==> src/sv/assert_macros.svh <==
// Assertion macros shared by the RTL files.
`ifndef ASSERT_MACROS_SVH
`define ASSERT_MACROS_SVH
`ifndef SYNTHESIS
// Check a condition at every clock edge outside reset.
`define ASSERT_ALWAYS(label, expr) \
  label: assert property (@(posedge clk) disable iff (rst) (expr)) \
    else $error("%m: assertion failed");
// Check that an antecedent implies a consequent in the following cycle.
`define ASSERT_NEXT(label, ante, cons) \
  label: assert property (@(posedge clk) disable iff (rst) (ante) |=> (cons)) \
    else $error("%m: assertion failed");
`else
`define ASSERT_ALWAYS(label, expr)
`define ASSERT_NEXT(label, ante, cons)
`endif
`endif

==> src/sv/crif_pkg.sv <==
// Types, constants and helpers shared by the chain record ID filter.
package crif_pkg;

  localparam int ID_WIDTH_DEFAULT = 64;
  localparam int WANTED_WIDTH     = 64;
  localparam int CFG_INDEX_WIDTH  = 8;

  // Configuration register indexes
  localparam logic [CFG_INDEX_WIDTH-1:0] REG_WANTED_ID      = 8'd0;
  localparam logic [CFG_INDEX_WIDTH-1:0] REG_ID_FIELD_INDEX = 8'd1;

  localparam logic [7:0] FIELD_INDEX_RESET = 8'd12;
  localparam logic [2:0] PREFIX_LEN        = 3'd5;

  // Character codes
  localparam logic [7:0] CH_NUL   = 8'h00;
  localparam logic [7:0] CH_TAB   = 8'h09;
  localparam logic [7:0] CH_LF    = 8'h0A;
  localparam logic [7:0] CH_VT    = 8'h0B;
  localparam logic [7:0] CH_FF    = 8'h0C;
  localparam logic [7:0] CH_CR    = 8'h0D;
  localparam logic [7:0] CH_SPACE = 8'h20;
  localparam logic [7:0] CH_ZERO  = 8'h30;
  localparam logic [7:0] CH_NINE  = 8'h39;

  typedef struct packed {
    logic [7:0] in_byte;
    logic       end_of_input;
  } in_item_t;

  typedef struct packed {
    logic [7:0] out_byte;
    logic       byte_valid;
    logic       line_end;
    logic       keep_line;
    logic       finished;
    logic       found;
  } result_t;

  typedef struct packed {
    logic done;
    logic keeping;
  } core_status_t;

  // Character expected at a position of the header word "chain".
  function automatic logic [7:0] prefix_char(input logic [2:0] pos);
    logic [7:0] ch;
    case (pos)
      3'd0:    ch = 8'h63;
      3'd1:    ch = 8'h68;
      3'd2:    ch = 8'h61;
      3'd3:    ch = 8'h69;
      3'd4:    ch = 8'h6E;
      default: ch = CH_NUL;
    endcase
    return ch;
  endfunction

endpackage

==> src/sv/chain_record_id_filter_top.sv <==
// Chain record ID filter: one byte in, one result item out, one item per cycle while out_ready allows.
// The block echoes a text stream byte by byte and marks each line end with a
// keep or drop verdict; a line beginning with "chain" is a header whose field
// at id_field_index is read as a decimal ID (saturating), and a header whose ID
// equals wanted_id starts a kept run that a blank line ends. Items pass
// through an input register and then a result register, so an item is taken
// every cycle unless out_ready stalls the result register; the per-byte
// parse (prefix check, field count, multiply-by-ten accumulate) sits between
// those two registers. Write configuration only while no item is in flight.
module chain_record_id_filter_top import crif_pkg::*; #(
  parameter int ID_WIDTH = ID_WIDTH_DEFAULT
) (
  input  logic                       clk,
  input  logic                       rst,
  input  logic                       in_valid,
  output logic                       in_ready,
  input  logic [7:0]                 in_byte,
  input  logic                       end_of_input,
  output logic                       out_valid,
  input  logic                       out_ready,
  output logic [7:0]                 out_byte,
  output logic                       byte_valid,
  output logic                       line_end,
  output logic                       keep_line,
  output logic                       finished,
  output logic                       found,
  input  logic                       cfg_valid,
  output logic                       cfg_ready,
  input  logic [CFG_INDEX_WIDTH-1:0] cfg_index,
  input  logic [WANTED_WIDTH-1:0]    cfg_data
);

`include "assert_macros.svh"

  logic [WANTED_WIDTH-1:0] wanted_id;
  logic [7:0]              id_field_index;
  in_item_t                in_item;
  in_item_t                held_item;
  logic                    held_valid;
  logic                    can_take;
  logic                    advance;
  result_t                 core_result;
  result_t                 out_item;
  core_status_t            status;

  crif_cfg_regs u_cfg (
    .clk            (clk),
    .rst            (rst),
    .cfg_valid      (cfg_valid),
    .cfg_ready      (cfg_ready),
    .cfg_index      (cfg_index),
    .cfg_data       (cfg_data),
    .wanted_id      (wanted_id),
    .id_field_index (id_field_index)
  );

  assign in_item.in_byte      = in_byte;
  assign in_item.end_of_input = end_of_input;

  crif_in_reg u_in (
    .clk      (clk),
    .rst      (rst),
    .in_valid (in_valid),
    .in_ready (in_ready),
    .in_item  (in_item),
    .pop      (advance),
    .valid    (held_valid),
    .item     (held_item)
  );

  // Move the held item when the result register has room
  assign advance = held_valid && can_take;

  crif_parse_core #(
    .ID_WIDTH (ID_WIDTH)
  ) u_core (
    .clk            (clk),
    .rst            (rst),
    .advance        (advance),
    .item           (held_item),
    .wanted_id      (wanted_id),
    .id_field_index (id_field_index),
    .result         (core_result),
    .status         (status)
  );

  crif_out_reg u_out (
    .clk       (clk),
    .rst       (rst),
    .push      (advance),
    .push_item (core_result),
    .can_take  (can_take),
    .out_valid (out_valid),
    .out_ready (out_ready),
    .item      (out_item)
  );

  assign out_byte   = out_item.out_byte;
  assign byte_valid = out_item.byte_valid;
  assign line_end   = out_item.line_end;
  assign keep_line  = out_item.keep_line;
  assign finished   = out_item.finished;
  assign found      = out_item.found;

  // Once finished, the block stays finished
  `ASSERT_NEXT(a_done_sticky, status.done, status.done)
  // A keep verdict only comes with a line end
  `ASSERT_ALWAYS(a_keep_needs_end, !(out_valid && keep_line && !line_end))
  // Found is only reported together with finished
  `ASSERT_ALWAYS(a_found_needs_finish, !(out_valid && found && !finished))
  // An input item is refused only while one is held
  `ASSERT_ALWAYS(a_ready_when_empty, held_valid || in_ready)

endmodule

==> src/sv/crif_cfg_regs.sv <==
// Configuration registers: wanted ID and ID field index.
module crif_cfg_regs import crif_pkg::*; (
  input  logic                       clk,
  input  logic                       rst,
  input  logic                       cfg_valid,
  output logic                       cfg_ready,
  input  logic [CFG_INDEX_WIDTH-1:0] cfg_index,
  input  logic [WANTED_WIDTH-1:0]    cfg_data,
  output logic [WANTED_WIDTH-1:0]    wanted_id,
  output logic [7:0]                 id_field_index
);

  // Accept a write every cycle
  assign cfg_ready = 1'b1;

  // Decode the index and update the addressed register
  always_ff @(posedge clk) begin
    if (rst) begin
      wanted_id      <= '0;
      id_field_index <= FIELD_INDEX_RESET;
    end else if (cfg_valid) begin
      unique case (cfg_index)
        REG_WANTED_ID:      wanted_id      <= cfg_data;
        REG_ID_FIELD_INDEX: id_field_index <= cfg_data[7:0];
        default: ;
      endcase
    end
  end

endmodule

==> src/sv/crif_in_reg.sv <==
// Input register holding one accepted item until the parser takes it.
module crif_in_reg import crif_pkg::*; (
  input  logic     clk,
  input  logic     rst,
  input  logic     in_valid,
  output logic     in_ready,
  input  in_item_t in_item,
  input  logic     pop,
  output logic     valid,
  output in_item_t item
);

  // Take a new item when empty or when the held one leaves this cycle
  assign in_ready = !valid || pop;

  always_ff @(posedge clk) begin
    if (rst) begin
      valid <= 1'b0;
    end else if (in_ready) begin
      valid <= in_valid;
    end
  end

  // Load payload with each accepted item
  always_ff @(posedge clk) begin
    if (in_valid && in_ready) begin
      item <= in_item;
    end
  end

endmodule

==> src/sv/crif_parse_core.sv <==
// Per-byte line parser: header detection, ID field parsing and keep verdict.
module crif_parse_core import crif_pkg::*; #(
  parameter int ID_WIDTH = ID_WIDTH_DEFAULT
) (
  input  logic                    clk,
  input  logic                    rst,
  input  logic                    advance,
  input  in_item_t                item,
  input  logic [WANTED_WIDTH-1:0] wanted_id,
  input  logic [7:0]              id_field_index,
  output result_t                 result,
  output core_status_t            status
);

  localparam int SUM_WIDTH = ID_WIDTH + 4;
  localparam logic [ID_WIDTH-1:0] ID_MAX = '1;

  logic [2:0]          line_position,   line_position_next;
  logic                prefix_matching, prefix_matching_next;
  logic                header_line,     header_line_next;
  logic [7:0]          field_count,     field_count_next;
  logic                inside_token,    inside_token_next;
  logic                digits_active,   digits_active_next;
  logic [ID_WIDTH-1:0] parsed_id,       parsed_id_next;
  logic                keeping,         keeping_next;
  logic                done_flag,       done_flag_next;
  logic                digit_seen,      digit_seen_next;
  logic                text_cut,        text_cut_next;

  // Work out the result and next state for the held item
  always_comb begin
    logic [7:0]           c;
    logic [7:0]           digit_full;
    logic [SUM_WIDTH-1:0] ext;
    logic [SUM_WIDTH-1:0] sum;
    logic [2:0]           pos_inc;
    logic                 skip_char;
    logic                 close_line;
    logic                 close_nl;
    logic [ID_WIDTH-1:0]  close_id;

    c          = item.in_byte;
    digit_full = c - CH_ZERO;
    pos_inc    = line_position + 3'd1;
    skip_char  = (c == CH_TAB) || (c == CH_VT) || (c == CH_FF) || (c == CH_CR)
                 || (c == CH_LF);
    close_line = 1'b0;
    close_nl   = 1'b0;
    close_id   = parsed_id;
    ext        = '0;
    sum        = '0;

    result               = '0;
    line_position_next   = line_position;
    prefix_matching_next = prefix_matching;
    header_line_next     = header_line;
    field_count_next     = field_count;
    inside_token_next    = inside_token;
    digits_active_next   = digits_active;
    parsed_id_next       = parsed_id;
    keeping_next         = keeping;
    done_flag_next       = done_flag;
    digit_seen_next      = digit_seen;
    text_cut_next        = text_cut;

    if (done_flag) begin
      // Finished: report only the finish and found flags
      result.finished = 1'b1;
      result.found    = keeping;
    end else if (item.end_of_input) begin
      // Close a pending line without newline, then finish
      if (line_position != 3'd0) begin
        close_line      = 1'b1;
        result.line_end = 1'b1;
      end
      done_flag_next = 1'b1;
    end else begin
      result.out_byte   = c;
      result.byte_valid = 1'b1;
      if (c == CH_LF) begin
        result.line_end = 1'b1;
        if (line_position == 3'd0) begin
          // Blank line: ends a kept run, dropped otherwise
          if (keeping) begin
            result.keep_line = 1'b1;
            result.finished  = 1'b1;
            result.found     = 1'b1;
            done_flag_next   = 1'b1;
          end
        end else begin
          close_line = 1'b1;
          close_nl   = 1'b1;
        end
      end else begin
        // Track the header prefix
        if (line_position < PREFIX_LEN) begin
          if (c != prefix_char(line_position)) begin
            prefix_matching_next = 1'b0;
          end
          line_position_next = pos_inc;
          if (pos_inc == PREFIX_LEN && prefix_matching_next) begin
            header_line_next = 1'b1;
          end
        end
        // Split fields and parse the ID field
        if (!text_cut) begin
          if (c == CH_NUL) begin
            text_cut_next = 1'b1;
          end else if (c == CH_SPACE) begin
            if (inside_token) begin
              inside_token_next = 1'b0;
              field_count_next  = field_count + 8'd1;
            end
            digits_active_next = 1'b0;
          end else begin
            if (!inside_token) begin
              inside_token_next = 1'b1;
              if (field_count == id_field_index) begin
                parsed_id_next     = '0;
                digit_seen_next    = 1'b0;
                digits_active_next = 1'b1;
              end
            end
            if (digits_active_next) begin
              if (c >= CH_ZERO && c <= CH_NINE) begin
                // Multiply by ten and add the digit, saturating
                ext = SUM_WIDTH'(parsed_id_next);
                sum = (ext << 3) + (ext << 1) + SUM_WIDTH'(digit_full[3:0]);
                if (sum[SUM_WIDTH-1:ID_WIDTH] != 4'd0) begin
                  parsed_id_next = ID_MAX;
                end else begin
                  parsed_id_next = sum[ID_WIDTH-1:0];
                end
                digit_seen_next = 1'b1;
              end else if (!(skip_char && !digit_seen_next)) begin
                digits_active_next = 1'b0;
              end
            end
          end
        end
      end
    end

    // Close the line: give the verdict and clear per-line state
    if (close_line) begin
      if (close_nl && !text_cut && !inside_token && field_count == id_field_index) begin
        close_id = '0;
      end
      if (header_line) begin
        keeping_next = (WANTED_WIDTH'(close_id) == wanted_id);
      end
      result.keep_line = keeping_next;
    end
    if (!done_flag && item.end_of_input) begin
      result.finished = 1'b1;
      result.found    = keeping_next;
    end
    if (close_line || (!done_flag && !item.end_of_input && c == CH_LF)) begin
      line_position_next   = 3'd0;
      prefix_matching_next = 1'b1;
      header_line_next     = 1'b0;
      field_count_next     = 8'd0;
      inside_token_next    = 1'b0;
      digits_active_next   = 1'b0;
      parsed_id_next       = '0;
      digit_seen_next      = 1'b0;
      text_cut_next        = 1'b0;
    end
  end

  // Hold parser state; advance it with each item passed on
  always_ff @(posedge clk) begin
    if (rst) begin
      line_position   <= 3'd0;
      prefix_matching <= 1'b1;
      header_line     <= 1'b0;
      field_count     <= 8'd0;
      inside_token    <= 1'b0;
      digits_active   <= 1'b0;
      parsed_id       <= '0;
      keeping         <= 1'b0;
      done_flag       <= 1'b0;
      digit_seen      <= 1'b0;
      text_cut        <= 1'b0;
    end else if (advance) begin
      line_position   <= line_position_next;
      prefix_matching <= prefix_matching_next;
      header_line     <= header_line_next;
      field_count     <= field_count_next;
      inside_token    <= inside_token_next;
      digits_active   <= digits_active_next;
      parsed_id       <= parsed_id_next;
      keeping         <= keeping_next;
      done_flag       <= done_flag_next;
      digit_seen      <= digit_seen_next;
      text_cut        <= text_cut_next;
    end
  end

  assign status.done    = done_flag;
  assign status.keeping = keeping;

endmodule

==> src/sv/crif_out_reg.sv <==
// Result register holding one result item until it is taken.
module crif_out_reg import crif_pkg::*; (
  input  logic    clk,
  input  logic    rst,
  input  logic    push,
  input  result_t push_item,
  output logic    can_take,
  output logic    out_valid,
  input  logic    out_ready,
  output result_t item
);

  // Room when empty or when the held item leaves this cycle
  assign can_take = !out_valid || out_ready;

  always_ff @(posedge clk) begin
    if (rst) begin
      out_valid <= 1'b0;
    end else if (can_take) begin
      out_valid <= push;
    end
  end

  // Load the result with each new item
  always_ff @(posedge clk) begin
    if (push && can_take) begin
      item <= push_item;
    end
  end

endmodule

==> config.mk <==
export PLATFORM = sky130hd
export DESIGN_NAME = chain_record_id_filter_top
export DESIGN_NICKNAME = d
export VERILOG_FILES = /design/src/sv/crif_pkg.sv /design/src/sv/chain_record_id_filter_top.sv /design/src/sv/crif_cfg_regs.sv /design/src/sv/crif_in_reg.sv /design/src/sv/crif_parse_core.sv /design/src/sv/crif_out_reg.sv
export VERILOG_INCLUDE_DIRS = /design/src /design/src/sv
export SDC_FILE = /design/constraint.sdc
export NUM_CORES = 1
export LEC_CHECK = 0
export BUFFER_PORTS_ARGS = -buffer_cell sky130_fd_sc_hd__clkbuf_2
export CORE_ASPECT_RATIO = 2
export CORE_UTILIZATION = 62
export CTS_CLUSTER_SIZE = 28
export DETAILED_ROUTE_END_ITERATION = 8
export GPL_TIMING_DRIVEN = 1
export PLACE_DENSITY_LB_ADDON = 0.15
export SYNTH_ARGS = -nofsm -noshare
export SYNTH_HDL_FRONTEND = slang
export SYNTH_SLANG_ARGS = --single-unit
==> constraint.sdc <==
create_clock -name clk -period 6.8 [get_ports clk]
set_input_delay 0.34 -clock clk [delete_from_list [all_inputs] [get_ports clk]]
set_output_delay 0.34 -clock clk [all_outputs]
set_load 0.03 [all_outputs]
After elaboration in Yosys (flattened, before gate mapping)
Index checks and enable logic that the tools add are counted.
{ "word_totals": {"register_bits": 179, "input_bits": 86, "output_inout_bits": 16, "word_cells": 223} }
{ "classes": {"n_addsub": 5, "order_cmp": 3, "eq_ne": 21, "muxes": 126, "reduce_logical": 45} }
{ "op_table": {"columns": ["cell", "n"], "rows": [
  ["2-to-1 mux 64 bit", 20],
  ["2-to-1 mux 8 bit", 12],
  ["2-to-1 mux 1 bit", 84],
  ["adder 67 x 65 -> 68 bit", 1],
  ["adder 68 x 4 -> 68 bit", 1],
  ["equality test 64 bit", 1],
  ["equality test 8 x 4 -> 1 bit (second input constant)", 5],
  ["one-hot mux 7 bit (5 select lines)", 1],
  ["2-to-1 mux 3 bit", 8],
  ["zero test 8 bit", 2],
  ["logical AND 1 bit", 12],
  ["AND reduction 6 bit", 2],
  ["!= test 2 bit (second input constant)", 5],
  ["adder 8 x 1 -> 8 bit (second input constant)", 1],
  ["equality test 8 x 1 -> 1 bit (second input constant)", 1],
  ["equality test 8 x 6 -> 1 bit (second input constant)", 1],
  ["equality test 8 bit", 1],
  [">= comparator 8 x 6 -> 1 bit (second input constant)", 1],
  ["<= comparator 8 x 6 -> 1 bit (second input constant)", 1],
  ["!= test 8 bit", 1],
  ["AND reduction 8 bit", 1],
  ["nonzero test 2 bit", 4],
  ["zero test 1 bit", 7],
  ["logical OR 1 bit", 7],
  ["other kinds (16)", 20]
]} }

Logic depth before layout (Yosys ltp)
{ "logic_depth": {"depth_word": 22, "ltp_mapped": 23, "mapped_depth_nobuf": 19} }

Cells and area by module
From an unflattened synthesis, not the netlist that was laid out.
{ "unflattened": {"cells_unflattened": 1884, "area_unflattened_um2": 14640.3} }
{ "by_module_without_submodules": {"columns": ["mod", "n_inst", "cells_each", "area_each_um2", "seq_area_each_um2"], "rows": [
  ["crif_parse_core", 1, 1513, 10563.9, 1661.6],
  ["crif_cfg_regs", 1, 338, 3299.4, 1441.4],
  ["crif_out_reg", 1, 18, 445.4, 410.4],
  ["crif_in_reg", 1, 14, 325.3, 290.3],
  ["chain_record_id_filter_top", 1, 1, 6.3, 0.0]
]} }

Worst setup path before layout
Ideal clock, no wire load.
{ "synth_timing": {"path_type": "register -> register", "startpoint": "reg u_core.field_count[3]", "endpoint": "reg u_core.parsed_id[10]", "setup_ns": 0.130, "arrival_time_ns": 4.981, "required_time_ns": 6.670, "slack_ns": 1.689, "path_stages_with_launch": 22, "path_buffers": 4, "synth_period_minus_slack_ns": 5.111, "path_cell_list": "dfxtp_1 xor2_1 nor4_2 nand3_1 clkbuf_1 clkbuf_1 and2_1 fa_1 inv_1 fa_1 nand2b_1 a21oi_1 o211ai_1 a311oi_1 o21ai_1 o21ai_1 a31oi_4 or3_1 buf_4 buf_6 a211oi_1 nor3_1"} }
{ "synth_via": {"elab_chain_len": 22, "elab_cells_between_ends": 30, "classes_between": "add/sub (2); eq/ne (1); mux (26); reduce/logical (1)"} }
{ "synth_lines": {"columns": ["element", "line_no", "source"], "rows": [
  ["start: declaration", "crif_parse_core.sv:21", "logic [7:0] field_count, field_count_next;"],
  ["start signal: assignment", "crif_parse_core.sv:189", "field_count <= field_count_next;"],
  ["equality test 8 bit (*)", "crif_parse_core.sv:118", "if (field_count == id_field_index) begin"],
  ["2-to-1 mux 64 bit", "crif_parse_core.sv:118", null],
  ["2-to-1 mux 64 bit", "crif_parse_core.sv:116", "if (!inside_token) begin"],
  ["2-to-1 mux 64 bit", "crif_parse_core.sv:109", "end else if (c == CH_SPACE) begin"],
  ["2-to-1 mux 64 bit", "crif_parse_core.sv:107", "if (c == CH_NUL) begin"],
  ["2-to-1 mux 64 bit", "crif_parse_core.sv:106", "if (!text_cut) begin"],
  ["2-to-1 mux 64 bit", "crif_parse_core.sv:80", "if (c == CH_LF) begin"],
  ["2-to-1 mux 64 bit", "crif_parse_core.sv:70", "end else if (item.end_of_input) begin"],
  ["[6 not listed]", null, null],
  ["2-to-1 mux 64 bit (*)", "crif_parse_core.sv:124", "if (digits_active_next) begin"],
  ["2-to-1 mux 64 bit (*)", "crif_parse_core.sv:109", null],
  ["2-to-1 mux 64 bit (*)", "crif_parse_core.sv:107", null],
  ["2-to-1 mux 64 bit (*)", "crif_parse_core.sv:106", null],
  ["2-to-1 mux 64 bit (*)", "crif_parse_core.sv:80", null],
  ["2-to-1 mux 64 bit (*)", "crif_parse_core.sv:70", null],
  ["2-to-1 mux 64 bit (*)", "crif_parse_core.sv:66", "if (done_flag) begin"],
  ["2-to-1 mux 64 bit (*)", "crif_parse_core.sv:158", "if (close_line || (!done_flag && !item.end_of_input && c == CH_LF)) begin"],
  ["end signal: assignment", "crif_parse_core.sv:192", "parsed_id <= parsed_id_next;"],
  ["end: declaration", "crif_parse_core.sv:24", "logic [ID_WIDTH-1:0] parsed_id, parsed_id_next;"]
]} }
Every way passes the cells marked *; elsewhere a longest branch is shown, timed or not. The select of a mux whose other input is x is not followed.
A chain may end at the register's enable or synchronous reset.

Final worst setup path
{ "layout_timing": {"startpoint": "reg u_core.field_count[3]", "endpoint": "reg u_core.parsed_id[20]"} }
The elaborated chain is that of the path after synthesis.

==> impl_metrics.prom <==
# TYPE chip_impl_metric gauge
chip_impl_info{name="outcome",value="finished clean"} 1
chip_impl_metric{name="synth_top_cell_area_share",unit="%"} 23.0
chip_impl_info{name="crit_path_top_delay_cell",value="sky130_fd_sc_hd__o21ai_0"} 1
chip_impl_metric{name="grt_antenna_before_repair",unit=""} 0
chip_impl_metric{name="floorplan.initialDensity",unit="%"} 63.3
chip_impl_metric{name="core_area",unit="mm^2"} 0.0216
chip_impl_metric{name="cap_violations",unit=""} 0
chip_impl_metric{name="hold_depth",unit=""} 1
chip_impl_info{name="ctsRootBufferMaster",value="sky130_fd_sc_hd__clkbuf_16"} 1
chip_impl_metric{name="mean_number_of_vias_per_cell",unit=""} 6.51
chip_impl_info{name="worstPathCellList",value="xor2_1, nor4_4, nand3_1, buf_4, and2_1, fa_1, inv_1, fa_1, nand2b_1, a21oi_1, o211ai_1, a211oi_1, nor2_1, o21ai_0, nor4b_1, o31ai_1, buf_4, or3_4, nor2_1, o31ai_2"} 1
chip_impl_metric{name="crit_cells",unit=""} 20
chip_impl_metric{name="clock_latency",unit="ns"} 0.46
chip_impl_metric{name="layout.nets",unit=""} 2049
chip_impl_metric{name="cts_htree_levels",unit=""} 4
chip_impl_metric{name="hold_violations",unit=""} 0
chip_impl_metric{name="ys_seq_elements",unit=""} 179
chip_impl_metric{name="cp_data_arrival_time",unit="ns"} 6.72
chip_impl_metric{name="syn_avg_cell_area",unit="um^2"} 7.68
chip_impl_info{name="synth_top_flop_cell",value="sky130_fd_sc_hd__dfxtp_1"} 1
chip_impl_metric{name="route.detailed.wl_per_inst",unit="um"} 21.9
chip_impl_metric{name="timing.critical_path.fanout_max",unit=""} 51
chip_impl_metric{name="powerDensity",unit="mW/mm^2"} 153
chip_impl_info{name="hold_path.class",value="primary input to flip-flop"} 1
chip_impl_metric{name="max-clock-path-buffers",unit=""} 2
chip_impl_metric{name="detail_route.first_pass.iterations",unit=""} 5
chip_impl_metric{name="cts_hold_buffers",unit=""} 0
chip_impl_metric{name="place.gp.congestion",unit=""} 1.02
chip_impl_metric{name="yosysWarnings",unit=""} 0
chip_impl_metric{name="die_height",unit="um"} 212
chip_impl_metric{name="worst_setup_hold_path_clk_slew",unit="ns"} 0.07
chip_impl_metric{name="post_route_ant_nets",unit=""} 0
chip_impl_metric{name="design.portCount",unit=""} 102
chip_impl_metric{name="reg_to_reg_setup_timing_slack",unit="ns"} 0.46
chip_impl_metric{name="drt_wl_total",unit="um"} 46200
chip_impl_info{name="rr_endpoint",value="u_core.parsed_id[20]"} 1
chip_impl_metric{name="syn_nets",unit=""} 2001
chip_impl_metric{name="setup_viol_count_final",unit=""} 0
chip_impl_metric{name="timing.final.crit_period",unit="ns"} 6.34
chip_impl_info{name="regToRegStartpoint",value="u_core.field_count[3]"} 1
chip_impl_metric{name="post_synth_instance_area",unit="mm^2"} 0.0137
chip_impl_info{name="crit_path_end",value="u_core.parsed_id[20]"} 1
chip_impl_metric{name="vias",unit=""} 13800
chip_impl_metric{name="synth-async-reset-ratio",unit="%"} 0
chip_impl_metric{name="place_inst",unit=""} 2081
chip_impl_info{name="most_frequent_cells_after_synthesis",value="sky130_fd_sc_hd__nand2_1, sky130_fd_sc_hd__nor2_1, sky130_fd_sc_hd__a21oi_1, sky130_fd_sc_hd__dfxtp_1, sky130_fd_sc_hd__ha_1"} 1
chip_impl_metric{name="fin_crit_sh",unit="%"} 93.2
chip_impl_metric{name="critPathMaxStageDelay",unit="ns"} 0.59
chip_impl_info{name="setup.worst_path.start",value="u_core.field_count[3]"} 1
chip_impl_metric{name="synthCells",unit=""} 1779
chip_impl_metric{name="globalRouteMet2Util",unit="%"} 73.7
chip_impl_metric{name="maxSlewHeadroom",unit="%"} 21.8
chip_impl_metric{name="clkSinkCount",unit=""} 179
chip_impl_metric{name="fin_worst_skew",unit="ns"} 0.00912
chip_impl_metric{name="gr-usage-all-layers",unit="%"} 40.9
chip_impl_metric{name="hold_ws",unit="ns"} 0.0535
chip_impl_metric{name="worst-r2r-cell-count",unit=""} 20
chip_impl_metric{name="gr-total-overflow",unit=""} 0
chip_impl_metric{name="area_growth_syn_to_layout",unit="%"} 9.19
chip_impl_metric{name="grt_pass1_wl",unit="um"} 70100
chip_impl_metric{name="synth_cell_type_count",unit=""} 73
chip_impl_metric{name="dp_hpwl",unit="um"} 36200
chip_impl_info{name="rsz0062_at_grt",value="false"} 1
chip_impl_metric{name="io_buffer_count",unit=""} 100
chip_impl_metric{name="worst-endpoint-required",unit="ns"} 7.18
chip_impl_metric{name="gr-usage-met1",unit="%"} 39.3
chip_impl_metric{name="cp.buffers_inverters",unit=""} 3
chip_impl_metric{name="grt.met3_usage",unit="%"} 6.74
chip_impl_metric{name="cts_buffers",unit=""} 17
chip_impl_metric{name="drive_gt1_share",unit="%"} 10.7
chip_impl_metric{name="dp_slack",unit="ns"} 0.385
chip_impl_metric{name="max-vdd-ir-drop",unit="V"} 0.000249
chip_impl_metric{name="grt_start_max_net_pins",unit=""} 98
chip_impl_info{name="yosysTopAreaCell",value="sky130_fd_sc_hd__dfxtp_1"} 1
chip_impl_metric{name="tightest_slew",unit="ns"} 1.17
chip_impl_info{name="critPathKind",value="flip-flop to flip-flop"} 1
chip_impl_metric{name="die_x",unit="um"} 107
chip_impl_info{name="cp-start-kind",value="flip-flop"} 1
chip_impl_metric{name="report.final.slew_viol_count",unit=""} 0
chip_impl_metric{name="first_iter_violations",unit=""} 973
chip_impl_metric{name="p_leak",unit="nW"} 6.36
chip_impl_info{name="cts_tree",value="built"} 1
chip_impl_info{name="critical-path-top-delay-family",value="compound AO/OA/AOI/OAI gates"} 1
chip_impl_metric{name="rows",unit=""} 76
chip_impl_info{name="yosysMostFrequentCell",value="sky130_fd_sc_hd__nand2_1"} 1
chip_impl_info{name="post_synth_main_area_contributors",value="sky130_fd_sc_hd__dfxtp_1, sky130_fd_sc_hd__ha_1, sky130_fd_sc_hd__nand2_1"} 1
chip_impl_metric{name="synth_enable_flop_cells",unit=""} 22
chip_impl_metric{name="instances_no_fill",unit=""} 2113
chip_impl_metric{name="grt_pass1_vias",unit=""} 13400
chip_impl_metric{name="detail_route.drc_violations",unit=""} 0
chip_impl_metric{name="clock.fmax",unit="MHz"} 158
chip_impl_metric{name="yosysSeqAreaShare",unit="%"} 27.8
chip_impl_metric{name="final_critical_path_setup_slack",unit="ns"} 0.461
chip_impl_metric{name="insertedDiodeCount",unit=""} 0
chip_impl_metric{name="totalNegativeSetupSlack",unit="ns"} 0
chip_impl_metric{name="finish.utilization",unit="%"} 69.1
chip_impl_metric{name="dieArea",unit="mm^2"} 0.0227
chip_impl_info{name="grt-busiest-layer",value="met2"} 1
chip_impl_info{name="setup.worst_path.end_class",value="flip-flop"} 1
-- state kept, by name, indices dropped and copies added (netlist names) --
signal                  flops
u_cfg.id_field_index        8
u_cfg.wanted_id            64
u_core.digit_seen           1
u_core.digits_active        1
u_core.done_flag            1
u_core.field_count          8
u_core.header_line          1
u_core.inside_token         1
u_core.keeping              1
u_core.line_position        3
u_core.parsed_id           64
u_core.prefix_matching      1
u_core.text_cut             1
u_in.item                   9
u_in.valid                  1
u_out.item                 13
u_out.out_valid             1
-- layout make-up --
cell class,count,area [um^2]
Multi-Input combinational cell,1460,9330
Fill cell,1877,6660
Sequential cell,179,3800
Timing Repair Buffer,117,631
Clock buffer,17,425
Tap cell,273,342
Clock inverter,15,195
Inverter,52,195
-- cell usage in the layout (no fill, tap or decap), types with 23 or more instances in the layout --
master and n:
sky130_fd_sc_hd__nand2_1 278, sky130_fd_sc_hd__nor2_1 194, sky130_fd_sc_hd__a21oi_1 182, sky130_fd_sc_hd__dfxtp_1 157, sky130_fd_sc_hd__ha_1 134, sky130_fd_sc_hd__clkbuf_2 99
sky130_fd_sc_hd__o21ai_0 64, sky130_fd_sc_hd__and2_1 62, sky130_fd_sc_hd__xnor2_1 52, sky130_fd_sc_hd__inv_1 51, sky130_fd_sc_hd__a31oi_1 43, sky130_fd_sc_hd__xor2_1 41
sky130_fd_sc_hd__nand4_1 32, sky130_fd_sc_hd__o31ai_2 30, sky130_fd_sc_hd__nor3_1 29, sky130_fd_sc_hd__a21o_1 26, sky130_fd_sc_hd__a211oi_1 23
-- cells by family (layout without fill, tap and decap cells) --
group	Yosys count	after routing	synth area share, %
muxes	7	7	0.513
adders and majority gates	136	136	12.6
buffers and inverters	140	201	4.19
DFF	179	179	27.8
xor gates and xnor gates	93	93	5.96
other	1	1	0.0274
AOI/OAI and AO/OA	505	505	24.4
and+or+nand+nor	718	718	24.5
-- per-stage QoR --
step	cell area, um^2	power (mW)
final	14900	2.28
after detailed placement	14300	1.24
after global routing	14900	2.33
after CTS	14900	2.28
after floorplan	13700	1.18
after global placement	14300	1.23
-- worst min path at each step --
stage                                 to                 start  slack, ns
floorplan           u_core.parsed_id[11]  u_core.parsed_id[11]       0.43
global placement    u_core.parsed_id[16]  u_core.parsed_id[16]       0.43
detailed placement  u_core.parsed_id[35]  u_core.parsed_id[35]       0.44
CTS                         u_in.item[6]            in_byte[5]       0.04
global route                u_in.item[6]            in_byte[5]       0.04
finish                      u_in.item[4]            in_byte[3]       0.05
-- per-layer routing --
layer / routed length (um) / share of wire (%)
met1: 16100 / 35
met2: 23300 / 50
met3: 2470 / 5.4
met4: 4370 / 9.5
met5: 0 / 0
-- timing repair --
item	4_1_cts	5_1_grt
setup endpoints to repair	0	41
setup buffers	0	0
gates resized for setup	0	1
endpoints found under the hold margin	0	0
-- power breakdown --
part	switching [mW]	internal (mW)	total, mW
registers	0.0118	1.08	1.09
logic	0.0803	0.0423	0.123
clock network	0.478	0.589	1.07
total	0.570	1.71	2.28
Note: power is estimated with default switching activity, not from simulation.
